## src/rtl/fdsu_pkg.sv

```systemverilog
// Shared types, opcodes and operand-routing tables for the Forth data stack unit.
`default_nettype none
package fdsu_pkg;

  localparam int STACK_DEPTH = 256;
  localparam int ADDR_W      = $clog2(STACK_DEPTH);
  localparam int DEPTH_W     = $clog2(STACK_DEPTH + 1);

  // Opcodes
  localparam logic [4:0] OP_PUSH   = 5'd0;
  localparam logic [4:0] OP_ADD    = 5'd1;
  localparam logic [4:0] OP_SUB    = 5'd2;
  localparam logic [4:0] OP_MUL    = 5'd3;
  localparam logic [4:0] OP_DIV    = 5'd4;
  localparam logic [4:0] OP_MOD    = 5'd5;
  localparam logic [4:0] OP_DIVMOD = 5'd6;
  localparam logic [4:0] OP_GT     = 5'd7;
  localparam logic [4:0] OP_LT     = 5'd8;
  localparam logic [4:0] OP_EQ     = 5'd9;
  localparam logic [4:0] OP_SWAP   = 5'd10;
  localparam logic [4:0] OP_SWAP2  = 5'd11;
  localparam logic [4:0] OP_DUP    = 5'd12;
  localparam logic [4:0] OP_DUP2   = 5'd13;
  localparam logic [4:0] OP_OVER   = 5'd14;
  localparam logic [4:0] OP_OVER2  = 5'd15;
  localparam logic [4:0] OP_DROP   = 5'd16;
  localparam logic [4:0] OP_ROT    = 5'd17;
  localparam logic [4:0] OP_PRINT  = 5'd18;
  localparam logic [4:0] OP_EMIT   = 5'd19;

  // Print kinds
  localparam logic [1:0] PK_NONE = 2'd0;
  localparam logic [1:0] PK_NUM  = 2'd1;
  localparam logic [1:0] PK_CHAR = 2'd2;

  localparam logic [31:0] TRUE_WORD = 32'hFFFF_FFFF;

  typedef struct packed {
    logic [4:0]         kind;
    logic signed [31:0] literal;
  } fdsu_in_t;

  typedef struct packed {
    logic [1:0]         print_kind;
    logic signed [31:0] print_value;
    logic               underflow;
    logic               overflow;
    logic               div_by_zero;
    logic [8:0]         depth_after;
  } fdsu_out_t;

  // Source of a pushed word; Pn is the n-th value popped (P0 = old top)
  typedef enum logic [2:0] {
    SRC_LIT, SRC_ALU, SRC_Q, SRC_R, SRC_P0, SRC_P1, SRC_P2, SRC_P3
  } src_t;

  // Controller commands to the datapath
  typedef struct packed {
    logic       load;
    logic       pop_rd;
    logic       pop_cap;
    logic [1:0] pop_idx;
    logic       exec;
    logic       div_start;
    logic       push;
    logic [2:0] push_idx;
    logic       finish;
  } fdsu_cmd_t;

  // Datapath status to the controller
  typedef struct packed {
    logic [4:0] kind;
    logic       empty;
    logic       div_done;
  } fdsu_sts_t;

  function automatic logic [2:0] pop_count(input logic [4:0] kind);
    logic [2:0] n;
    unique case (kind)
      OP_ADD, OP_SUB, OP_MUL, OP_DIV, OP_MOD, OP_DIVMOD,
      OP_GT, OP_LT, OP_EQ, OP_SWAP, OP_DUP2, OP_OVER:   n = 3'd2;
      OP_SWAP2, OP_OVER2:                               n = 3'd4;
      OP_DUP, OP_DROP, OP_PRINT, OP_EMIT:               n = 3'd1;
      OP_ROT:                                           n = 3'd3;
      default:                                          n = 3'd0;
    endcase
    return n;
  endfunction

  function automatic logic [2:0] push_count(input logic [4:0] kind);
    logic [2:0] n;
    unique case (kind)
      OP_PUSH, OP_ADD, OP_SUB, OP_MUL, OP_DIV, OP_MOD,
      OP_GT, OP_LT, OP_EQ:                 n = 3'd1;
      OP_DIVMOD, OP_SWAP, OP_DUP:          n = 3'd2;
      OP_SWAP2, OP_DUP2:                   n = 3'd4;
      OP_OVER, OP_ROT:                     n = 3'd3;
      OP_OVER2:                            n = 3'd6;
      default:                             n = 3'd0;
    endcase
    return n;
  endfunction

  function automatic src_t push_src(input logic [4:0] kind, input logic [2:0] idx);
    src_t s;
    s = SRC_ALU;
    unique case (kind)
      OP_PUSH:         s = SRC_LIT;
      OP_DIV:          s = SRC_Q;
      OP_MOD:          s = SRC_R;
      OP_DIVMOD:       s = (idx == 3'd0) ? SRC_R : SRC_Q;
      OP_SWAP:         s = (idx == 3'd0) ? SRC_P0 : SRC_P1;
      OP_DUP:          s = SRC_P0;
      OP_SWAP2: begin
        case (idx)
          3'd0:    s = SRC_P1;
          3'd1:    s = SRC_P0;
          3'd2:    s = SRC_P3;
          default: s = SRC_P2;
        endcase
      end
      OP_DUP2, OP_OVER: s = idx[0] ? SRC_P0 : SRC_P1;
      OP_OVER2: begin
        case (idx)
          3'd0, 3'd4: s = SRC_P3;
          3'd1, 3'd5: s = SRC_P2;
          3'd2:       s = SRC_P1;
          default:    s = SRC_P0;
        endcase
      end
      OP_ROT: begin
        case (idx)
          3'd0:    s = SRC_P1;
          3'd1:    s = SRC_P0;
          default: s = SRC_P2;
        endcase
      end
      default: s = SRC_ALU;
    endcase
    return s;
  endfunction

endpackage
`default_nettype wire

```

## src/rtl/fdsu_ctrl.sv

```systemverilog
// Controller: sequences pops, execute, divide wait and pushes for one item.
`default_nettype none
module fdsu_ctrl import fdsu_pkg::*; (
  input  wire logic      clk,
  input  wire logic      rst_n,
  input  wire logic      start,
  input  wire fdsu_sts_t sts,
  output logic           busy,
  output fdsu_cmd_t      cmd
);

  typedef enum logic [2:0] {
    S_IDLE, S_POP_RD, S_POP_CAP, S_EXEC, S_DIV_WAIT, S_PUSH, S_DONE
  } state_t;

  state_t     state_r;
  logic [1:0] pop_idx_r;
  logic [2:0] push_idx_r;
  logic [2:0] npop, npush;
  logic       last_pop, last_push, is_div;

  assign npop      = pop_count(sts.kind);
  assign npush     = push_count(sts.kind);
  assign last_pop  = ({1'b0, pop_idx_r} == (npop - 3'd1));
  assign last_push = (push_idx_r == (npush - 3'd1));
  assign is_div    = (sts.kind == OP_DIV) || (sts.kind == OP_MOD) ||
                     (sts.kind == OP_DIVMOD);

  // Hold state and step counters
  always_ff @(posedge clk) begin
    if (!rst_n) begin
      state_r    <= S_IDLE;
      pop_idx_r  <= '0;
      push_idx_r <= '0;
    end else begin
      unique case (state_r)
        S_IDLE: begin
          pop_idx_r  <= '0;
          push_idx_r <= '0;
          if (start) state_r <= S_POP_RD;
        end
        S_POP_RD: begin
          if (npop == 3'd0) begin
            state_r <= S_EXEC;
          end else if (!sts.empty) begin
            state_r <= S_POP_CAP;
          end else if (last_pop) begin
            state_r <= S_EXEC;
          end else begin
            pop_idx_r <= pop_idx_r + 2'd1;
          end
        end
        S_POP_CAP: begin
          if (last_pop) begin
            state_r <= S_EXEC;
          end else begin
            pop_idx_r <= pop_idx_r + 2'd1;
            state_r   <= S_POP_RD;
          end
        end
        S_EXEC: begin
          if (is_div) state_r <= S_DIV_WAIT;
          else if (npush != 3'd0) state_r <= S_PUSH;
          else state_r <= S_DONE;
        end
        S_DIV_WAIT: begin
          if (sts.div_done) state_r <= S_PUSH;
        end
        S_PUSH: begin
          if (last_push) state_r <= S_DONE;
          else push_idx_r <= push_idx_r + 3'd1;
        end
        S_DONE: state_r <= S_IDLE;
        default: state_r <= S_IDLE;
      endcase
    end
  end

  // Decode commands from state
  always_comb begin
    cmd           = '0;
    cmd.pop_idx   = pop_idx_r;
    cmd.push_idx  = push_idx_r;
    cmd.load      = (state_r == S_IDLE) && start;
    cmd.pop_rd    = (state_r == S_POP_RD) && (npop != 3'd0);
    cmd.pop_cap   = (state_r == S_POP_CAP);
    cmd.exec      = (state_r == S_EXEC);
    cmd.div_start = (state_r == S_EXEC) && is_div;
    cmd.push      = (state_r == S_PUSH);
    cmd.finish    = (state_r == S_DONE);
  end

  assign busy = (state_r != S_IDLE);

endmodule
`default_nettype wire

```

## config.mk

```make
export PLATFORM = sky130hd
export DESIGN_NAME = fdsu_ctrl
export DESIGN_NICKNAME = d
export VERILOG_FILES = /design/src/rtl/fdsu_pkg.sv /design/src/rtl/fdsu_ctrl.sv
export SDC_FILE = /design/constraint.sdc
export NUM_CORES = 1
export LEC_CHECK = 0
export ABC_AREA = 0
export BUFFER_PORTS_ARGS = -buffer_cell sky130_fd_sc_hd__buf_2
export CORE_UTILIZATION = 53
export DETAILED_ROUTE_END_ITERATION = 12
export MAX_ROUTING_LAYER = met4
export PLACE_DENSITY = 0.79
export SLEW_MARGIN = 20
export SYNTH_ARGS = -nofsm -noshare
export SYNTH_HDL_FRONTEND = slang
export SYNTH_SLANG_ARGS = --single-unit
```

## constraint.sdc

```tcl
create_clock -name clk -period 2.7 [get_ports clk]
set_clock_uncertainty 0.1 [all_clocks]
set_input_delay 0.27 -clock clk [delete_from_list [all_inputs] [get_ports clk]]
set_output_delay 0.27 -clock clk [all_outputs]
set_load 0.005 [all_outputs]
```

### Word level (Yosys, flattened, before mapping)

Memories as Yosys holds them, arrays and structs flattened.
Index checks and enable logic that the tools add are counted.

| storage, ports and cells | value |
|---|---|
| output and inout bits | 13 |
| latch bits | 0 |
| bits in writable memories | 0 |
| memories kept | 2 |
| memory bits (read-only) | 192 |
| register bits | 8 |

| operators by class | value |
|---|---|
| $add $sub $neg | 4 |
| shifts and indexed selects | 0 |
| bitwise operators | 0 |
| mux-type cells | 16 |
| reduce and logical (&&, ||, !) cells | 15 |
| div/mod/pow operators | 0 |
| equality and inequality tests | 18 |
| multipliers | 0 |
| order comparisons | 0 |

Memories:

| memory | words | bits a word | rd ports | clocked after memory_dff | write ports | RTL line | RTL |
|---|---|---|---|---|---|---|---|
| (no name shown) | 32 | 3 | 1 | 0 | 0 | fdsu_pkg.sv:92 | `unique case (kind)` |
| (no name shown) | 32 | 3 | 1 | 0 | 0 | fdsu_pkg.sv:79 | `unique case (kind)` |

Operators by type and width:

| cell | number |
|---|---|
| $mux 3 | 7 |
| $pmux 3 s6 | 1 |
| $eq 5x3->1 const B | 3 |
| $mux 2 | 6 |
| $reduce_bool 3->1 | 4 |
| $ne 2x2->1 const B | 5 |
| $eq 3x3->1 const B | 3 |
| $eq 3x2->1 const B | 2 |
| $logic_not 3->1 | 2 |
| $pmux 2 s3 | 1 |
| $pmux 3 s2 | 1 |
| $sub 3x1->3 const B | 2 |
| $ne 4x4->1 const B | 1 |
| $reduce_and 4->1 | 1 |
| $add 3x1->3 const B | 1 |
| $eq 2x3->1 | 1 |
| $eq 3x1->1 const B | 1 |
| $eq 3x3->1 | 1 |
| $logic_and 1x1->1 | 3 |
| $reduce_and 3->1 | 1 |
| $add 2x1->2 const B | 1 |
| $logic_or 1x1->1 | 2 |
| $ne 2x1->1 const B | 1 |
| $reduce_and 2->1 | 1 |
| $reduce_bool 2->1 | 1 |

### Depth between registers and ports, before layout

An unclocked memory read counts as a cell.

| logic depth | value |
|---|---|
| depth in word-level cells | 7 |
| gate-level depth with buffers | 12 |

### Least setup slack after synthesis

Ideal clock, no wire load.

| path | value |
|---|---|
| kind | input-to-reg |
| from | in sts[2] (netlist name) |
| to | reg state_r[1] |
| required time | 2.483 ns |
| data arrival time | 2.045 ns |
| path buffers | 0 |
| library setup time | 0.117 ns |
| stages | 12 |
| setup slack | 0.438 ns |
| path through | inv_1 -> ha_1 -> and2b_2 -> o21ai_0 -> o21ai_0 -> ha_1 -> ha_1 -> nor4b_1 -> nand2_1 -> nand2_1 -> o21ai_0 -> and4b_1 |

| between the ends | value |
|---|---|
| cells in the longest elaborated chain, start to end | 5 |

RTL lines:

| what | RTL line | RTL |
|---|---|---|
| start, declared | fdsu_ctrl.sv:7 | `input wire fdsu_sts_t sts,` |
| $mem_v2 32x3 (tied with other cells) | -- |  |
| $sub 3x1->3 (tied with other cells) | fdsu_ctrl.sv:24 | `assign last_pop = ({1'b0, pop_idx_r} == (npop - 3'd1));` |
| $eq 2x3->1 (tied with other cells) | fdsu_ctrl.sv:24 |  |
| $ne 4x4->1 (no source line) (tied with other cells) | -- |  |
| $reduce_and 4->1 (no source line) / $pmux 3 s6 (equally long branches) | -- |  |
| end signal, assigned | fdsu_ctrl.sv:32 | `state_r <= S_IDLE;` |
| end signal, assigned | fdsu_ctrl.sv:40 | `if (start) state_r <= S_POP_RD;` |
| end signal, assigned | fdsu_ctrl.sv:44 | `state_r <= S_EXEC;` |
| end, declared | fdsu_ctrl.sv:16 | `state_t state_r;` |

Several ways; a longest one is shown, not always the timed one.
A chain may end at the register's enable or synchronous reset.

==> impl_metrics.json <==
{
  "status": "finished clean",
  "synthArstFlopShare_pct": 0,
  "ioPinCount": 23,
  "post_cts_buffers": 0,
  "critPathCaptureType": "output pin",
  "fill_cells": 159,
  "routed_via_density": 5.63,
  "htreeDepth": 1,
  "r2r_cells": 3,
  "syn_avg_cell_area_um2": 7.92,
  "synth_ff_type": "dfxtp_1",
  "yosysUniqueCellTypes": 41,
  "layout_common_cells": "buf_2 (22), nand2_1 (11), o21ai_0 (10), ha_1 (10), a21oi_1 (9)",
  "worst_pin_slew_ns": 0.534,
  "clk_latency_ns": 0.24,
  "hold_class": "in -> reg",
  "drc": 0,
  "syn_inst": 121,
  "postRouteAntennaNets": 0,
  "preCtsSetupSlack_ns": 0.110,
  "grt_pass1_vias": 766,
  "synth-edff-count": 0,
  "slew_viol_final": 0,
  "clock.fmax_mhz": 400,
  "r2r-end": "state_r[1]",
  "worst_slack_ns": 0.200,
  "clk_pin_slew_ns": 0.05,
  "cts_sinks": 8,
  "crit_chain": "buf_2, inv_1, ha_1, and2b_2, o21ai_0, o21ai_0, ha_1, ha_1, nor4b_1, buf_2",
  "initial_utilization_pct": 56.1,
  "cp_max_fo": 4,
  "min_from": "rst_n",
  "cts_hold_buffers": 0,
  "numCtsBuffers": 3,
  "grt_overflow": 0,
  "grt_antenna_before_repair": 0,
  "period_minus_slack_ns": 2.50,
  "wire_per_inst_um": 12.4,
  "gp_congestion": 0.905,
  "holdPathEnd": "state_r[2]",
  "numPortBuffers": 22,
  "synth_top_family_by_area": "simple AND/OR/NAND/NOR gates",
  "muxShareOfSynthArea_pct": 4.44,
  "max_slew_margin_pct": 63.9,
  "layout-area-overhead-vs-synth_pct": 8.88,
  "hold_viol_final": 0,
  "total_power_w": 0.000360,
  "cp_slowest_stage_delay_ns": 0.38,
  "regArea_um2": 160,
  "die-area_mm2": 0.00198,
  "synth_compound_area_share_pct": 17.5,
  "drt-initial-drc-count": 21,
  "p_leak_nw": 0.481,
  "dieHeight_um": 44.5,
  "final_nets": 160,
  "diodes": 0,
  "cp.required_ns": 2.33,
  "setup-violations-final": 0,
  "drive_gt1_share_pct": 25.4,
  "met1_usage_pct": 23.7,
  "yosys.area_share.simple_pct": 33.6,
  "crit_type": "in -> out",
  "peakVddDrop_v": 0.000321,
  "synth_fa_ha_area_share_pct": 13.1,
  "grt_usage_pct": 21.2,
  "dp_hpwl_mm": 1.63,
  "first_pass_iters": 4,
  "cts_resized": 0,
  "mostFrequentLayoutCell": "buf_2",
  "rows": 15,
  "fin_tns_setup_ns": 0,
  "drt_wl_total_mm": 2.03,
  "syn-cell-area_um2": 958,
  "min_path_cells": 2,
  "ys_seq_area_share_pct": 16.7,
  "cp_slowest_cell": "nor4b_1",
  "clockBufferDepth": 2,
  "ys_ff_latch": 8,
  "power_density_mw_per_mm2": 345,
  "gr-usage-met3_pct": 1.22,
  "top_usage_layer": "met2",
  "period_share_pct": 92.6,
  "grt_pass1_wl_mm": 3.11,
  "num_vias": 917,
  "utilization_pct": 61.1,
  "crit_arrival_ns": 2.13,
  "r2r_slack_ns": 1.13,
  "multi_input_comb_area_um2": 701,
  "root_buffer": "clkbuf_4",
  "grt_max_degree": 14,
  "grt_util_met2_pct": 39.4,
  "synth_nets": 141,
  "timing.rr.start": "state_r[2]",
  "yosys.area_share.xor_xnor_pct": 4.57,
  "cts_tree": "built",
  "ys_warn_count": 0,
  "core-area_mm2": 0.00171,
  "startpoint_type": "input port",
  "rsz0062_at_grt": "no",
  "cpMostUsedCell": "ha_1",
  "die_w_um": 44.5,
  "maxCapViolations": 0
}
==> flip-flops by register name, indices dropped and copies added (netlist names) <==
signal,count
push_idx_r,3
state_r,3
pop_idx_r,2
==> critical path, delay by kind of cell <==
family	cells	cell delay [ns]
buffers and inverters	3	0.40
AO/OA/AOI/OAI	2	0.24
AND/OR/NAND/NOR	2	0.58
adder cells (fa/ha/maj)	3	0.65
==> stage by stage <==
stage | hold slack, ns | instances | area [um2]
after floorplan | 0.395 | 121 | 958
after global placement | 0.407 | 160 | 1020
after detailed placement | 0.418 | 160 | 1020
after CTS | 0.253 | 163 | 1040
after global routing | 0.252 | 163 | 1040
final | 0.258 | 163 | 1040
==> report_power, final <==
part	internal [W]	leakage, nW	switching [W]
clock	0.0000506	0.0138	0.0000365
sequential	0.000124	0.0650	0.0000134
combinational	0.0000605	0.402	0.0000752
total	0.000235	0.481	0.000125
==> per-layer routing <==
metal | vias up | share of wire [%]
li1 | 466 | -
met1 | 430 | 44
met2 | 19 | 53
met3 | 2 | 2.3
met4 | 0 | 0.59
met5 | - | 0
==> cell type report <==
| type | count | share of cell area [%] |
|---|---|---|
| clock buffer | 3 | 2.16 |
| inverter | 5 | 1.80 |
| multi-input combinational | 100 | 67.1 |
| sequential | 8 | 15.3 |
| tap | 25 | 3.00 |
| timing repair buffer | 22 | 10.6 |
==> Yosys cell counts (all sizes together) (2+ instances only) <==
library cell | n | area [um2]
a21oi | 9 | 45.0
a31oi | 3 | 31.3
and2 | 2 | 12.5
and3 | 3 | 18.8
and4b | 2 | 20.0
buf | 2 | 22.5
clkbuf | 6 | 56.3
dfxtp | 8 | 160
ha | 10 | 125
inv | 5 | 18.8
mux2 | 2 | 22.5
mux2i | 2 | 20.0
nand2 | 12 | 47.6
nand2b | 2 | 15.0
nand3 | 5 | 25.0
nor2 | 8 | 30.0
nor2b | 2 | 20.0
nor3 | 7 | 35.0
nor3b | 3 | 27.5
nor4b | 2 | 17.5
o21a | 2 | 15.0
o21ai | 10 | 50.1
xnor2 | 3 | 26.3
xor2 | 2 | 17.5
==> worst max path at each step <==
stage | startpoint | end | slack (ns) | depth (start not counted)
3_3_place_gp | sts[3] | push_idx_r[0] | 0.17 | 12
3_5_place_dp | sts[3] | push_idx_r[0] | 0.11 | 12
6_report | sts[2] | cmd[10] | 0.20 | 10
2_1_floorplan | sts[2] | state_r[1] | 0.44 | 12
4_1_cts | sts[2] | cmd[10] | 0.23 | 10
5_1_grt | sts[3] | cmd[10] | 0.12 | 10
==> logic make-up after synthesis <==
family                   after synthesis
AND/OR/NAND/NOR                       54
AO/OA/AOI/OAI                         27
buffers and inverters                 13
adder cells (fa/ha/maj)               10
flip-flops                             8
XOR/XNOR                               5
multiplexers                           4
(Power assumes the default switching activity.)
